`src/hw/rtl/tao_pkg.sv`:
```
// Shared types and codes for the TCP active open/close controller.
// Holds input, result and command codes, the phase encoding and the transfer structs.
// No dependencies.
package tao_pkg;

    localparam int CMD_DEPTH = 2;

    localparam logic [2:0] KIND_OPEN_REQ     = 3'd0;
    localparam logic [2:0] KIND_LOOKUP_REPLY = 3'd1;
    localparam logic [2:0] KIND_FREE_PORT    = 3'd2;
    localparam logic [2:0] KIND_RX_STATUS    = 3'd3;
    localparam logic [2:0] KIND_TIMER_STATUS = 3'd4;
    localparam logic [2:0] KIND_CLOSE_REQ    = 3'd5;
    localparam logic [2:0] KIND_STATE_REPLY  = 3'd6;

    localparam logic [2:0] RES_PORT_REQ    = 3'd0;
    localparam logic [2:0] RES_LOOKUP_REQ  = 3'd1;
    localparam logic [2:0] RES_OPEN_STATUS = 3'd2;
    localparam logic [2:0] RES_EVENT       = 3'd3;
    localparam logic [2:0] RES_STATE_REQ   = 3'd4;
    localparam logic [2:0] RES_REFUSED     = 3'd5;

    localparam logic [2:0] CMD_PORT_REQ = 3'd0;
    localparam logic [2:0] CMD_LOOKUP   = 3'd1;
    localparam logic [2:0] CMD_STATUS   = 3'd2;
    localparam logic [2:0] CMD_SYN      = 3'd3;
    localparam logic [2:0] CMD_CLOSE_RD = 3'd4;
    localparam logic [2:0] CMD_CLOSE_WR = 3'd5;
    localparam logic [2:0] CMD_REFUSE   = 3'd6;

    localparam logic [1:0] PH_IDLE  = 2'd0;
    localparam logic [1:0] PH_PORT  = 2'd1;
    localparam logic [1:0] PH_CLOSE = 2'd2;

    localparam logic [3:0] ST_SYN_SENT    = 4'd1;
    localparam logic [3:0] ST_ESTABLISHED = 4'd3;
    localparam logic [3:0] ST_FIN_WAIT_1  = 4'd4;
    localparam logic [3:0] ST_FIN_WAIT_2  = 4'd5;

    localparam logic EVT_SYN = 1'b0;
    localparam logic EVT_FIN = 1'b1;

    typedef struct packed {
        logic [2:0]  code;
        logic [31:0] remote_ip;
        logic [15:0] remote_port;
        logic [15:0] port;
        logic [15:0] session;
        logic        success;
        logic [3:0]  state;
    } cmd_t;

    typedef struct packed {
        logic [2:0]  kind;
        logic [31:0] local_ip;
        logic [15:0] local_port;
        logic [31:0] remote_ip;
        logic [15:0] remote_port;
        logic [15:0] session;
        logic        success;
        logic        event_type;
        logic        state_write;
        logic [3:0]  state_value;
        logic        last;
    } res_t;

    typedef struct packed {
        logic [1:0] phase;
    } front_status_t;

endpackage

```
`src/hw/rtl/tcp_active_open_close_ctrl_top.sv`:
```
// Top level of the TCP active open/close controller.
// Instantiates tao_front, tao_cmd_fifo and tao_back; depends on tao_pkg.
//
// The block takes one input item per clock cycle while full is low and delivers one result
// per cycle while pop is high. An item is classified at acceptance; its first result is
// registered in the command queue and then in the output register before it appears on
// the result ports. Items that cause two results (a lookup hit, or a state reply that starts
// a FIN) keep the output register for their second result before the next command is taken;
// the command queue between the front and back ends (CMD_DEPTH entries) absorbs that and
// short output stalls. The local_ip register is written through the cfg channel, which is
// always ready. No clearing pass is needed after reset.
module tcp_active_open_close_ctrl_top
#(
    parameter int CMD_DEPTH = tao_pkg::CMD_DEPTH
)
(
    input  logic        clk,
    input  logic        rst_n,
    input  logic        push,
    output logic        full,
    input  logic [2:0]  kind,
    input  logic [31:0] remote_ip,
    input  logic [15:0] remote_port,
    input  logic        lookup_hit,
    input  logic [15:0] session_id,
    input  logic [15:0] free_port,
    input  logic        open_success,
    input  logic [3:0]  tcp_state,
    output logic        empty,
    input  logic        pop,
    output logic [2:0]  out_kind,
    output logic [31:0] out_local_ip,
    output logic [15:0] out_local_port,
    output logic [31:0] out_remote_ip,
    output logic [15:0] out_remote_port,
    output logic [15:0] out_session,
    output logic        out_success,
    output logic        event_type,
    output logic        state_write,
    output logic [3:0]  state_value,
    output logic        last,
    input  logic        cfg_valid,
    output logic        cfg_ready,
    input  logic [31:0] cfg_data
);

    logic [31:0]           local_ip_reg;
    logic                  cmd_push;
    logic                  cmd_pop;
    logic                  cmd_full;
    logic                  cmd_empty;
    tao_pkg::cmd_t         cmd_in;
    tao_pkg::cmd_t         cmd_out;
    tao_pkg::front_status_t front_status;
    logic                  res_valid;
    tao_pkg::res_t         res;

    assign cfg_ready = 1'b1;

    always_ff @(posedge clk or negedge rst_n)
    begin
        if (!rst_n)
        begin
            local_ip_reg <= 32'd0;
        end
        else if (cfg_valid && cfg_ready)
        begin
            local_ip_reg <= cfg_data;
        end
    end

    tao_front u_front
    (
        .clk          (clk),
        .rst_n        (rst_n),
        .push         (push),
        .kind         (kind),
        .remote_ip    (remote_ip),
        .remote_port  (remote_port),
        .lookup_hit   (lookup_hit),
        .session_id   (session_id),
        .free_port    (free_port),
        .open_success (open_success),
        .tcp_state    (tcp_state),
        .cmd_full     (cmd_full),
        .cmd_push     (cmd_push),
        .cmd          (cmd_in),
        .status       (front_status)
    );

    tao_cmd_fifo #(.DEPTH(CMD_DEPTH)) u_cmd_fifo
    (
        .clk     (clk),
        .rst_n   (rst_n),
        .wr_en   (cmd_push),
        .wr_data (cmd_in),
        .rd_en   (cmd_pop),
        .rd_data (cmd_out),
        .full    (cmd_full),
        .empty   (cmd_empty)
    );

    tao_back u_back
    (
        .clk       (clk),
        .rst_n     (rst_n),
        .cmd_valid (!cmd_empty),
        .cmd       (cmd_out),
        .local_ip  (local_ip_reg),
        .pop       (pop),
        .cmd_pop   (cmd_pop),
        .res_valid (res_valid),
        .res       (res)
    );

    assign full            = cmd_full;
    assign empty           = !res_valid;
    assign out_kind        = res.kind;
    assign out_local_ip    = res.local_ip;
    assign out_local_port  = res.local_port;
    assign out_remote_ip   = res.remote_ip;
    assign out_remote_port = res.remote_port;
    assign out_session     = res.session;
    assign out_success     = res.success;
    assign event_type      = res.event_type;
    assign state_write     = res.state_write;
    assign state_value     = res.state_value;
    assign last            = res.last;

`ifndef SYNTHESIS
    a_refused_last: assert property (@(posedge clk) disable iff (!rst_n)
        (!empty && out_kind == tao_pkg::RES_REFUSED) |-> last)
        else $error("Refused result without last.");

    a_syn_not_last: assert property (@(posedge clk) disable iff (!rst_n)
        (!empty && out_kind == tao_pkg::RES_EVENT && event_type == tao_pkg::EVT_SYN) |-> !last)
        else $error("SYN event marked as the final result.");

    a_no_queue_overflow: assert property (@(posedge clk) disable iff (!rst_n)
        cmd_push |-> !cmd_full)
        else $error("Command pushed into a full queue.");

    a_open_enters_port: assert property (@(posedge clk) disable iff (!rst_n)
        (push && !full && kind == tao_pkg::KIND_OPEN_REQ
         && front_status.phase == tao_pkg::PH_IDLE)
        |=> (front_status.phase == tao_pkg::PH_PORT))
        else $error("Open request did not move to the free-port phase.");
`endif

endmodule

```
`src/hw/rtl/tao_front.sv`:
```
// Front end: accepts input items, tracks the connection phase and classifies items.
// Emits one command per item into the command queue. Depends on tao_pkg.
module tao_front
(
    input  logic                   clk,
    input  logic                   rst_n,
    input  logic                   push,
    input  logic [2:0]             kind,
    input  logic [31:0]            remote_ip,
    input  logic [15:0]            remote_port,
    input  logic                   lookup_hit,
    input  logic [15:0]            session_id,
    input  logic [15:0]            free_port,
    input  logic                   open_success,
    input  logic [3:0]             tcp_state,
    input  logic                   cmd_full,
    output logic                   cmd_push,
    output tao_pkg::cmd_t          cmd,
    output tao_pkg::front_status_t status
);

    logic [1:0]  phase_reg;
    logic [1:0]  phase_next;
    logic [31:0] pend_ip_reg;
    logic [15:0] pend_port_reg;
    logic [15:0] close_sess_reg;
    logic        accept;

    assign accept      = push && !cmd_full;
    assign cmd_push    = accept;
    assign status.phase = phase_reg;

    always_comb
    begin
        phase_next       = phase_reg;
        cmd.code         = tao_pkg::CMD_REFUSE;
        cmd.remote_ip    = pend_ip_reg;
        cmd.remote_port  = pend_port_reg;
        cmd.port         = free_port;
        cmd.session      = session_id;
        cmd.success      = open_success;
        cmd.state        = tcp_state;
        unique case (phase_reg)
            tao_pkg::PH_PORT:
            begin
                if (kind == tao_pkg::KIND_FREE_PORT)
                begin
                    cmd.code   = tao_pkg::CMD_LOOKUP;
                    phase_next = tao_pkg::PH_IDLE;
                end
            end
            tao_pkg::PH_CLOSE:
            begin
                cmd.session = close_sess_reg;
                if (kind == tao_pkg::KIND_STATE_REPLY)
                begin
                    cmd.code   = tao_pkg::CMD_CLOSE_WR;
                    phase_next = tao_pkg::PH_IDLE;
                end
            end
            default:
            begin
                case (kind) inside
                    tao_pkg::KIND_OPEN_REQ:
                    begin
                        cmd.code   = tao_pkg::CMD_PORT_REQ;
                        phase_next = tao_pkg::PH_PORT;
                    end
                    tao_pkg::KIND_LOOKUP_REPLY:
                    begin
                        if (lookup_hit)
                        begin
                            cmd.code = tao_pkg::CMD_SYN;
                        end
                        else
                        begin
                            cmd.code    = tao_pkg::CMD_STATUS;
                            cmd.session = 16'd0;
                            cmd.success = 1'b0;
                        end
                    end
                    tao_pkg::KIND_RX_STATUS, tao_pkg::KIND_TIMER_STATUS:
                    begin
                        cmd.code = tao_pkg::CMD_STATUS;
                    end
                    tao_pkg::KIND_CLOSE_REQ:
                    begin
                        cmd.code   = tao_pkg::CMD_CLOSE_RD;
                        phase_next = tao_pkg::PH_CLOSE;
                    end
                    default:
                    begin
                        cmd.code = tao_pkg::CMD_REFUSE;
                    end
                endcase
            end
        endcase
    end

    always_ff @(posedge clk or negedge rst_n)
    begin
        if (!rst_n)
        begin
            phase_reg      <= tao_pkg::PH_IDLE;
            close_sess_reg <= 16'd0;
        end
        else if (accept)
        begin
            phase_reg <= phase_next;
            if (phase_reg == tao_pkg::PH_IDLE && kind == tao_pkg::KIND_CLOSE_REQ)
            begin
                close_sess_reg <= session_id;
            end
        end
    end

    always_ff @(posedge clk)
    begin
        if (accept && phase_reg == tao_pkg::PH_IDLE && kind == tao_pkg::KIND_OPEN_REQ)
        begin
            pend_ip_reg   <= remote_ip;
            pend_port_reg <= remote_port;
        end
    end

endmodule

```
`src/hw/rtl/tao_cmd_fifo.sv`:
```
// Short command queue between the front end and the back end.
// Register-based FIFO of tao_pkg::cmd_t entries. Depends on tao_pkg.
module tao_cmd_fifo
#(
    parameter int DEPTH = tao_pkg::CMD_DEPTH
)
(
    input  logic          clk,
    input  logic          rst_n,
    input  logic          wr_en,
    input  tao_pkg::cmd_t wr_data,
    input  logic          rd_en,
    output tao_pkg::cmd_t rd_data,
    output logic          full,
    output logic          empty
);

    localparam int PTR_W = $clog2(DEPTH);
    localparam int CNT_W = $clog2(DEPTH + 1);

    tao_pkg::cmd_t    mem_reg [DEPTH];
    logic [PTR_W-1:0] wr_ptr_reg;
    logic [PTR_W-1:0] rd_ptr_reg;
    logic [CNT_W-1:0] count_reg;
    logic [CNT_W-1:0] count_next;
    logic             do_wr;
    logic             do_rd;

    assign full    = (count_reg == CNT_W'(DEPTH));
    assign empty   = (count_reg == '0);
    assign do_wr   = wr_en && !full;
    assign do_rd   = rd_en && !empty;
    assign rd_data = mem_reg[rd_ptr_reg];

    always_comb
    begin
        count_next = count_reg;
        if (do_wr && !do_rd)
        begin
            count_next = count_reg + CNT_W'(1);
        end
        else if (do_rd && !do_wr)
        begin
            count_next = count_reg - CNT_W'(1);
        end
    end

    always_ff @(posedge clk or negedge rst_n)
    begin
        if (!rst_n)
        begin
            wr_ptr_reg <= '0;
            rd_ptr_reg <= '0;
            count_reg  <= '0;
        end
        else
        begin
            count_reg <= count_next;
            if (do_wr)
            begin
                wr_ptr_reg <= (wr_ptr_reg == PTR_W'(DEPTH - 1)) ? '0 : wr_ptr_reg + PTR_W'(1);
            end
            if (do_rd)
            begin
                rd_ptr_reg <= (rd_ptr_reg == PTR_W'(DEPTH - 1)) ? '0 : rd_ptr_reg + PTR_W'(1);
            end
        end
    end

    always_ff @(posedge clk)
    begin
        if (do_wr)
        begin
            mem_reg[wr_ptr_reg] <= wr_data;
        end
    end

endmodule

```
`src/hw/rtl/tao_back.sv`:
```
// Back end: expands each command into one or two result items.
// Holds the output register and a second-result stage. Depends on tao_pkg.
module tao_back
(
    input  logic          clk,
    input  logic          rst_n,
    input  logic          cmd_valid,
    input  tao_pkg::cmd_t cmd,
    input  logic [31:0]   local_ip,
    input  logic          pop,
    output logic          cmd_pop,
    output logic          res_valid,
    output tao_pkg::res_t res
);

    tao_pkg::res_t out_res_reg;
    tao_pkg::res_t out_res_next;
    tao_pkg::res_t second_res_reg;
    tao_pkg::res_t second_res_next;
    logic          out_valid_reg;
    logic          out_valid_next;
    logic          second_valid_reg;
    logic          second_valid_next;
    tao_pkg::res_t first;
    tao_pkg::res_t second;
    logic          two;
    logic          load;

    always_comb
    begin
        first  = '0;
        second = '0;
        two    = 1'b0;
        unique case (cmd.code)
            tao_pkg::CMD_PORT_REQ:
            begin
                first.kind = tao_pkg::RES_PORT_REQ;
                first.last = 1'b1;
            end
            tao_pkg::CMD_LOOKUP:
            begin
                first.kind        = tao_pkg::RES_LOOKUP_REQ;
                first.local_ip    = local_ip;
                first.local_port  = {cmd.port[7:0], cmd.port[15:8]};
                first.remote_ip   = cmd.remote_ip;
                first.remote_port = cmd.remote_port;
                first.last        = 1'b1;
            end
            tao_pkg::CMD_STATUS:
            begin
                first.kind    = tao_pkg::RES_OPEN_STATUS;
                first.session = cmd.session;
                first.success = cmd.success;
                first.last    = 1'b1;
            end
            tao_pkg::CMD_SYN:
            begin
                first.kind         = tao_pkg::RES_EVENT;
                first.session      = cmd.session;
                first.event_type   = tao_pkg::EVT_SYN;
                two                = 1'b1;
                second.kind        = tao_pkg::RES_STATE_REQ;
                second.session     = cmd.session;
                second.state_write = 1'b1;
                second.state_value = tao_pkg::ST_SYN_SENT;
                second.last        = 1'b1;
            end
            tao_pkg::CMD_CLOSE_RD:
            begin
                first.kind    = tao_pkg::RES_STATE_REQ;
                first.session = cmd.session;
                first.last    = 1'b1;
            end
            tao_pkg::CMD_CLOSE_WR:
            begin
                first.kind        = tao_pkg::RES_STATE_REQ;
                first.session     = cmd.session;
                first.state_write = 1'b1;
                if (cmd.state == tao_pkg::ST_ESTABLISHED || cmd.state == tao_pkg::ST_FIN_WAIT_1
                    || cmd.state == tao_pkg::ST_FIN_WAIT_2)
                begin
                    first.state_value = tao_pkg::ST_FIN_WAIT_1;
                    two               = 1'b1;
                    second.kind       = tao_pkg::RES_EVENT;
                    second.session    = cmd.session;
                    second.event_type = tao_pkg::EVT_FIN;
                    second.last       = 1'b1;
                end
                else
                begin
                    first.state_value = cmd.state;
                    first.last        = 1'b1;
                end
            end
            default:
            begin
                first.kind = tao_pkg::RES_REFUSED;
                first.last = 1'b1;
            end
        endcase
    end

    assign load = !out_valid_reg || pop;

    always_comb
    begin
        out_valid_next    = out_valid_reg;
        out_res_next      = out_res_reg;
        second_valid_next = second_valid_reg;
        second_res_next   = second_res_reg;
        cmd_pop           = 1'b0;
        if (load)
        begin
            if (second_valid_reg)
            begin
                out_valid_next    = 1'b1;
                out_res_next      = second_res_reg;
                second_valid_next = 1'b0;
            end
            else if (cmd_valid)
            begin
                out_valid_next    = 1'b1;
                out_res_next      = first;
                second_valid_next = two;
                second_res_next   = second;
                cmd_pop           = 1'b1;
            end
            else
            begin
                out_valid_next = 1'b0;
            end
        end
    end

    always_ff @(posedge clk or negedge rst_n)
    begin
        if (!rst_n)
        begin
            out_valid_reg    <= 1'b0;
            second_valid_reg <= 1'b0;
        end
        else
        begin
            out_valid_reg    <= out_valid_next;
            second_valid_reg <= second_valid_next;
        end
    end

    always_ff @(posedge clk)
    begin
        out_res_reg    <= out_res_next;
        second_res_reg <= second_res_next;
    end

    assign res_valid = out_valid_reg;
    assign res       = out_res_reg;

endmodule

```
`config.mk`:
```
export PLATFORM = sky130hd
export DESIGN_NAME = tcp_active_open_close_ctrl_top
export DESIGN_NICKNAME = d
export VERILOG_FILES = /design/src/hw/rtl/tao_pkg.sv /design/src/hw/rtl/tcp_active_open_close_ctrl_top.sv /design/src/hw/rtl/tao_front.sv /design/src/hw/rtl/tao_cmd_fifo.sv /design/src/hw/rtl/tao_back.sv
export SDC_FILE = /design/constraint.sdc
export NUM_CORES = 1
export LEC_CHECK = 0
export ABC_AREA = 1
export BUFFER_PORTS_ARGS = -buffer_cell sky130_fd_sc_hd__buf_2
export CAP_MARGIN = 25
export CORE_MARGIN = 2
export CORE_UTILIZATION = 46
export DETAILED_ROUTE_END_ITERATION = 8
export PLACE_DENSITY = 0.68
export SYNTH_ARGS = -nofsm -noshare
export SYNTH_HDL_FRONTEND = slang
export SYNTH_HIERARCHICAL = 1
export SYNTH_SLANG_ARGS = --single-unit
```
`constraint.sdc`:
```
create_clock -name clk -period 18 [get_ports clk]
set_clock_uncertainty 0.15 [all_clocks]
set_input_delay 3.6 -clock clk [delete_from_list [all_inputs] [get_ports clk]]
set_output_delay 3.6 -clock clk [all_outputs]
set_load 0.03 [all_outputs]
```
== Yosys cells after proc, flatten, opt, wreduce, memory -nomap -nowiden ==
Memories as Yosys holds them, arrays and structs flattened.
Index checks and enable logic that the tools add are counted.

* Add/sub/neg operators: 4
* Equality and inequality tests: 22
* Mux-type cells: 49
* Bitwise logic cells: 2
* Reductions and logical operators: 30

{| class="wikitable"
|+ Operator list
! operator !! number
|-
| 2-to-1 mux 123 bit || 2
|-
| 2-to-1 mux 96 bit || 1
|-
| one-hot mux 16 bit (2 select lines) || 2
|-
| 2-to-1 mux 17 bit || 3
|-
| 2-to-1 mux 16 bit || 2
|-
| 2-to-1 mux 2 bit || 11
|-
| equality test 3 bit, second input constant || 5
|-
| 2-to-1 mux 1 bit || 15
|-
| one-hot mux 3 bit (5 select lines) || 1
|-
| equality test 3 x 2 -> 1 bit, second input constant || 4
|-
| 2-to-1 mux 3 bit || 4
|-
| one-hot mux 3 bit (2 select lines) || 2
|-
| 2-to-1 mux 5 bit || 2
|-
| equality test 4 x 3 -> 1 bit, second input constant || 2
|-
| logical AND 1 bit || 8
|-
| equality test 3 x 1 -> 1 bit, second input constant || 2
|-
| zero test 3 bit || 2
|-
| != test 2 x 1 -> 1 bit, second input constant || 3
|-
| AND reduction 6 bit || 1
|-
| OR reduction 2 bit || 3
|-
| zero test 1 bit || 5
|-
| equality test 2 bit, second input constant || 2
|-
| equality test 4 x 2 -> 1 bit, second input constant || 1
|-
| zero test 2 bit || 2
|-
| 16 further kinds || 22
|}

* Bits in registers: 253
* Memory bits (writable): 176
* Bits of input ports: 126
* Output and inout port bits: 126
* Logic and storage cells: 135
* Memories kept: 1

{| class="wikitable"
|+ Memories
! memory !! depth !! width !! read ports !! clocked after memory_dff !! write ports !! RTL line !! text
|-
| u_cmd_fifo.mem_reg || 2 || 88 || 1 || 0 || 1 || tao_cmd_fifo.sv:21 || <nowiki>tao_pkg::cmd_t mem_reg [DEPTH];</nowiki>
|}

== Logic depth before layout (Yosys ltp) ==
Gate-level depths: netlist of the first run.

* Depth in word-level cells: 8
* Gate-level depth with buffers: 12
* Mapped depth without buffers: 11

== Hierarchy ==
The synthesis of the first run kept the hierarchy.

{| class="wikitable"
|+ By module, submodules not included
! module !! instances !! cells each !! area an instance (um^2) !! sequential area each (um^2)
|-
| tao_cmd_fifo || 1 || 491 || 6,622.6 || 5,385.2
|-
| tao_back || 1 || 482 || 5,810.6 || 4,374.2
|-
| tao_front || 1 || 269 || 2,987.9 || 1,891.8
|-
| tcp_active_open_close_ctrl_top || 1 || 140 || 1,311.3 || 800.8
|}

== Least setup slack after synthesis of the first run ==
No wires, ideal clock.

* Path type: input to register
* Start: input port pop
* End: register u_back.out_valid_reg (netlist: u_back/res_valid)
* Library setup time: 103 ps
* Arrival time: 10,254 ps
* Data required time: 17,747 ps
* Slack: 7,493 ps
* Stages: 3
* Path buffers: 0
* Cells stage by stage: nor2_1 a21oi_1 or2_2

* Cells in the longest elaborated chain, start to end: 1

{| class="wikitable"
|+ RTL lines
! item !! RTL line !! text
|-
| start, declared || tcp_active_open_close_ctrl_top.sv:30 || <nowiki>input logic pop,</nowiki>
|-
| logical OR 1 bit || tao_back.sv:103 || <nowiki>assign load = !out_valid_reg || pop;</nowiki>
|-
| end signal, assigned || tao_back.sv:144 || <nowiki>out_valid_reg <= out_valid_next;</nowiki>
|-
| end, declared || tao_back.sv:20 || <nowiki>logic out_valid_reg;</nowiki>
|}

Every way passes these cells.
A chain may end at the register's enable or synchronous reset.

== Worst setup path in the final report of the first run ==
* Start: input port push
* End: memory u_cmd_fifo/mem_reg[0][29] (netlist name), enable pin

* Cells in the longest elaborated chain, start to end: 4

{| class="wikitable"
|+ RTL lines
! item !! RTL line !! text
|-
| start, declared || tcp_active_open_close_ctrl_top.sv:19 || <nowiki>input logic push,</nowiki>
|-
| logical AND 1 bit || tao_front.sv:29 || <nowiki>assign accept = push && !cmd_full;</nowiki>
|-
| named net cmd_push || tcp_active_open_close_ctrl_top.sv:48 || <nowiki>logic cmd_push;</nowiki>
|-
| logical AND 1 bit || tao_cmd_fifo.sv:31 || <nowiki>assign do_wr = wr_en && !full;</nowiki>
|-
| named net u_cmd_fifo.do_wr || tao_cmd_fifo.sv:26 || <nowiki>logic do_wr;</nowiki>
|-
| 2-to-1 mux 1 bit || tao_cmd_fifo.sv:72 || <nowiki>if (do_wr)</nowiki>
|-
| 2-to-1 mux 1 bit (not written as such) || tao_cmd_fifo.sv:74 || <nowiki>mem_reg[wr_ptr_reg] <= wr_data;</nowiki>
|-
| end, declared || tao_cmd_fifo.sv:21 ||
|}

The timed path passes the listed nets, and every way through them passes these cells.

==> results of run 1 <==
-- Yosys cell counts, drive strengths merged, types with 2 or more instances --
cell type	instances	share of area [%]
nand2	441	10
nor2	132	3.0
edfxtp	368	66
inv	168	3.8
nand3	14	0.51
a21oi	52	1.6
nor3	2	0.060
clkbuf	10	0.40
o21ai	56	2.3
ha	7	0.52
buf	67	3.0
or2	2	0.075
dfrtp	56	8.4
-- worst min-delay path by stage --
stage                              from                        end  slack (ns)  depth (start not counted)
5_1_grt         u_front/pend_ip_reg[11]  u_cmd_fifo/mem_reg[0][64]        0.30                          0
6_report        u_front/pend_ip_reg[11]  u_cmd_fifo/mem_reg[1][64]        0.29                          0
3_5_place_dp    u_front/pend_ip_reg[27]  u_cmd_fifo/mem_reg[0][80]        0.28                          0
2_1_floorplan  u_front/pend_port_reg[0]  u_cmd_fifo/mem_reg[0][37]        0.27                          0
4_1_cts         u_front/pend_ip_reg[27]  u_cmd_fifo/mem_reg[0][80]        0.29                          0
3_3_place_gp     u_front/pend_ip_reg[1]  u_cmd_fifo/mem_reg[0][54]        0.27                          0
-- cells by family after synthesis --
group / Yosys count
XOR/XNOR: 1
adder cells (fa/ha/maj): 7
AO/OA/AOI/OAI: 111
flip-flops: 424
buffers and inverters: 245
other: 1
AND/OR/NAND/NOR: 593
-- through the flow --
| step | instances | util [%] |
|---|---|---|
| floorplan | 1382 | - |
| global placement | 2024 | 50.76 |
| global route | 2108 | 54.89 |
| CTS | 2101 | 54.58 |
| detailed placement | 2025 | 50.83 |
| finish | 2112 | 54.92 |
-- power by group through the flow --
stage | logic, W | clock network, W | registers [W]
detailed placement | 0.00114 | 0 | 0.00165
CTS | 0.00114 | 0.000862 | 0.00163
global placement | 0.00111 | 0 | 0.00163
floorplan | 0.000574 | 0 | 0.00190
global route | 0.00130 | 0.000900 | 0.00162
finish | 0.00118 | 0.000836 | 0.00160
-- cell type report --
| class | count | area, um^2 | share of cell area, % |
|---|---|---|---|
| flip-flops and latches | 424 | 12460 | 63.61 |
| inverters | 168 | 643.1 | 3.284 |
| clock buffers | 62 | 1207 | 6.166 |
| well taps | 461 | 576.8 | 2.946 |
| multi-input cells | 713 | 3110 | 15.88 |
| repair buffers | 263 | 1441 | 7.361 |
| clock inverters | 14 | 130.1 | 0.6645 |
| diodes | 7 | 17.52 | 0.08945 |
-- layer usage --
layer  wire length [um]  part of all wire (%)  vias up
li1                   -                     -     4944
met1              14360                    43     4718
met3               1887                   5.7       58
met4                955                   2.9        0
met5                  0                     0        -
met2              15860                    48      297
-- critical path, cell delays in order --
cell	delay, ns
buf_2	0.08
inv_1	0.03
nor2_1	0.28
inv_1	0.09
nor2_1	0.16
nand2_1	0.13
inv_4	0.30
buf_4	0.75
==> run_results.csv, run 1 <==
group,metric,value,unit
place,hpwl,20480,um
critical_path,critPathLaunchType,"primary input",
yosys,muxShareOfSynthArea,0,%
critical_path,critPathArrivalTime,5.48,ns
timing,rsz0062_at_grt,"no",
place,io_buffers,250,
yosys,syn_inst,1382,
timing,hold_slack,0.2908,ns
yosys,synth_area,16730,um^2
power,p_sw,0.001341,W
timing,maxSlewHeadroom,33.14,%
cts,clk_latency,0.56,ns
global_route,grt_most_used_layer,"met2",
floorplan,io_pins,252,
cts,cts_buffer_depth,3,
floorplan,std_cell_rows,69,
global_route,use_met2,28.41,%
place,place_ws,11.84,ns
route,postRouteAntennaNets,0,
timing,drv_slew,0,
global_route,grt_max_degree,91,
cts,clock_sinks,424,
global_route,grt_use_met1,22.75,%
cts,cts-resized-gates,0,
timing,fin_crit,5.470,ns
yosys,synthXorXnorAreaFrac,0.05234,%
cells_and_area,final_common_cell,"nand2_1",
yosys,syn_area_per_cell,12.11,um^2
timing,tightest_slew,1.003,ns
route,drtIter0Drc,604,
timing,tns,0,ns
power,power_density,184.4,nW/um^2
yosys,yosysWarningCount,6,
cts,post_cts_buffers,0,
route,via_count,10020,
yosys,async_flop_share,13.21,%
power,peakVddDrop,89.64,uV
cells_and_area,area_growth,17.03,%
critical_path,worstSetupStartpoint,"push",
yosys,synth-edff-count,368,
yosys,synth_cell_types,33,
cells_and_area,final_cell_mix,"nand2_1 (430), edfxtp_1 (368), buf_2 (250)",
critical_path,timing.rr.start,"u_cmd_fifo/rd_ptr_reg",
timing,period_share,30.39,%
cells_and_area,nNetsFinal,1746,
global_route,use_met3,3.644,%
global_route,grt_remaining_overflow,0,
route,wl_per_cell,15.65,um
place,placed_cell_area,18120,um^2
critical_path,r2r_setup_slack,14.43,ns
route,vias_per_cell,4.743,
critical_path,end_kind,"flop",
route,firstDrtPassIters,5,
yosys,synthAdderAreaFrac,0.5234,%
power,power_frac_seq,44.2,%
floorplan,fp.dieW,194.7,um
timing,setup_viol,0,
cts,h-tree-depth,2,
cts,cts_buffers,43,
global_route,first_global_vias,9786,
floorplan,core_area,35660,um^2
timing,final.setup.worst_slack,12.53,ns
floorplan,die_h,194.7,um
yosys,synth_simple_gate_area_share,13.80,%
power,p_total,0.003611,W
critical_path,r2r_cells,8,
power,pwr-share-comb,32.7,%
cts,cts_tree,"built",
yosys,syn_nets,1515,
critical_path,crit_required,18.01,ns
power,p_int,0.002270,W
cells_and_area,largest_reg_flops,176,
global_route,grt_pass1_wl,51370,um
cells_and_area,final_design_area_no_fill,19580,um^2
min_path,hp-class,"flop to flop",
critical_path,r2r-end,"u_back/res[9]",
run,cap_violations,0,
global_route,antenna_found_initial,4,
yosys,synth-compound-area-share,3.956,%
route,drc,0,
cells_and_area,fillerInstances,3001,
yosys,synth_top_family_by_area,"simple AND/OR/NAND/NOR gates",
place,routabilityCongestion,0.7799,
power,leakagePower,8.623,nW
timing,fmax,0.1828,GHz
critical_path,crit_type,"primary input to flop",
global_route,grt_use_total,17.35,%
critical_path,crit_fanout,62,
power,sw_frac_of_total,37.12,%
timing,hold_viol,0,
cells_and_area,drive_gt1_share,22.99,%
cts,cts_root_buf,"clkbuf_16",
yosys,synth-seq-cells,424,
yosys,ys_seq_area_share,74.42,%
critical_path,cp-endpoint,"u_cmd_fifo/mem_reg[0][29]",
cts,clk_pin_slew,0.06,ns
floorplan,start_util,46.93,%
run_status,status,"complete, no violations",
power,power_frac_clock,23.1,%
floorplan,die-area,37920,um^2
route,routed_wl,33060,um
yosys,synth-main-ff-cell,"edfxtp_1",
cts,postCtsHoldBufs,0,
Note: power is estimated with default switching activity, not from simulation.
==> run 2, diff against run 1 <==
PLACE_DENSITY = 0.7   (was 0.68)
clock period = 4.9 ns   (was 18 ns; I/O delays follow)
==> run_results.csv, run 2 (synthesized netlist as in run 1, its figures left out) <==
group,metric,value,unit
run_status,status,"complete, no violations",
cells_and_area,area_growth,17.21,%
place,routabilityCongestion,0.7991,
route,via_count,10010,
timing,final.setup.worst_slack,1.811,ns
critical_path,worstPathCellList,"inv_4, nand2_1, nand2_1, inv_1, nor2_1, nand3_4, buf_4, nor2_1",
power,power_frac_seq,43.8,%
route,drtIter0Drc,600,
cells_and_area,drive_gt1_share,22.82,%
min_path,hp-class,"flop to flop",
cts,cts_tree,"built",
cts,cts_buffers,44,
cells_and_area,largest_reg_flops,176,
route,wl_per_cell,15.73,um
route,postRouteAntennaNets,0,
timing,period_share,63.05,%
global_route,antenna_found_initial,4,
critical_path,cp_top_family,"simple AND/OR/NAND/NOR gates",
floorplan,core_area,35660,um^2
timing,hold_viol,0,
power,sw_frac_of_total,36.73,%
power,peakVddDrop,395.3,uV
power,pwr-share-comb,32.3,%
cts,cts-resized-gates,0,
global_route,grt_use_total,17.29,%
cts,postCtsHoldBufs,0,
critical_path,end_kind,"flop",
critical_path,timing.rr.start,"u_cmd_fifo/rd_ptr_reg",
critical_path,cpPeakStageDelay,0.66,ns
critical_path,r2r_cells,8,
floorplan,fp.dieW,194.7,um
power,p_total,0.01340,W
timing,tns,0,ns
cts,clock_sinks,424,
cells_and_area,fillerInstances,2978,
power,leakagePower,8.641,nW
timing,tightest_slew,0.9314,ns
route,vias_per_cell,4.737,
cts,post_cts_buffers,0,
cts,h-tree-depth,2,
timing,fin_crit,3.089,ns
cells_and_area,final_cell_mix,"nand2_1 (430), edfxtp_1 (368), buf_2 (250)",
power,p_int,0.008476,W
place,hpwl,21670,um
critical_path,critPathLaunchType,"flop",
cells_and_area,final-seq-area,12460,um^2
critical_path,worstSetupStartpoint,"u_cmd_fifo/rd_ptr_reg",
global_route,grt_remaining_overflow,0,
cells_and_area,final_common_cell,"nand2_1",
power,power_frac_clock,23.9,%
critical_path,critPathSlowestCell,"dfrtp_4",
power,p_sw,0.004920,W
cts,cts_buffer_depth,3,
timing,maxSlewHeadroom,37.91,%
critical_path,crit_buf_inv,3,
route,routed_wl,33230,um
timing,drv_slew,0,
route,drc,0,
place,place_ws,1.807,ns
timing,rsz0062_at_grt,"no",
floorplan,die_h,194.7,um
critical_path,crit_cells,8,
route,firstDrtPassIters,5,
critical_path,crit_type,"flop to flop",
critical_path,r2r_setup_slack,1.81,ns
cts,clk_latency,0.54,ns
global_route,first_global_vias,9800,
critical_path,cp-endpoint,"u_back/res[66]",
global_route,grt_pass1_wl,51170,um
critical_path,crit_fanout,60,
run,cap_violations,0,
floorplan,start_util,46.93,%
critical_path,r2r-end,"u_back/res[66]",
cells_and_area,multi_input_area,3110,um^2
global_route,grt_max_degree,61,
timing,fmax,0.3237,GHz
floorplan,std_cell_rows,69,
floorplan,die-area,37920,um^2
cts,cts_root_buf,"clkbuf_16",
cells_and_area,nNetsFinal,1747,
power,power_density,683.1,nW/um^2
place,io_buffers,250,
critical_path,crit_required,5.12,ns
cts,clk_pin_slew,0.06,ns
timing,setup_viol,0,
floorplan,io_pins,252,
critical_path,critPathArrivalTime,3.31,ns
==> run 2: cell count changes in the layout (fill, tap and decap cells not counted), sizes merged <==
| cell | previous run | this run |
|---|---|---|
| diode | 7 | 4 |
| bufinv | 1 | 3 |
| clkinvlp | 1 | 0 |
| clkbuf | 62 | 66 |
| inv | 169 | 168 |
==> run 2: how the worst min path moves through the flow <==
| stage | to | cells past startpoint | slack [ns] | startpoint |
|---|---|---|---|---|
| 6_report | u_cmd_fifo/mem_reg[0][45] | 0 | 0.29 | u_front/pend_port_reg[8] |
| 5_1_grt | u_cmd_fifo/mem_reg[1][48] | 0 | 0.31 | u_front/pend_port_reg[11] |
| 4_1_cts | u_cmd_fifo/mem_reg[0][45] | 0 | 0.29 | u_front/pend_port_reg[8] |
| 3_5_place_dp | u_cmd_fifo/mem_reg[0][46] | 0 | 0.28 | u_front/pend_port_reg[9] |
| 3_3_place_gp | u_cmd_fifo/mem_reg[0][79] | 0 | 0.27 | u_front/pend_ip_reg[26] |
| 2_1_floorplan | u_cmd_fifo/mem_reg[0][37] | 0 | 0.27 | u_front/pend_port_reg[0] |
==> run 2: area by class of cell <==
type	instances	area share [%]
Tap cell	461	2.941
Inverter	168	3.279
Clock inverter	14	0.7018
Clock buffer	66	6.405
Timing Repair Buffer	263	7.248
Antenna cell	4	0.05104
Multi-Input combinational cell	713	15.86
Sequential cell	424	63.51
==> run 2: power by group through the flow <==
stage | clock [W] | sequential, W | combinational (W)
4_1_cts | 0.00328 | 0.00588 | 0.00433
2_1_floorplan | 0 | 0.00690 | 0.00212
3_5_place_dp | 0 | 0.00595 | 0.00431
6_report | 0.00321 | 0.00586 | 0.00433
3_3_place_gp | 0 | 0.00593 | 0.00418
5_1_grt | 0.00341 | 0.00597 | 0.00475
==> run 2: layer usage <==
layer  track usage, %  up-vias  wire [um]
li1                 -     4934          -
met1            22.83     4700      14490
met2            28.45      312      15760
met3            3.470       64       1941
met4            6.524        0       1028
met5                0        -          0
==> run 2: metrics by stage <==
step	cells	utilization (%)	instance area (um^2)	hold slack, ns
global placement	2026	50.83	18120	0.2715
floorplan	1382	-	16750	0.2715
finish	2113	55.00	19610	0.2897
CTS	2108	54.90	19570	0.2901
detailed placement	2028	50.99	18180	0.2802
global route	2111	54.99	19610	0.3062
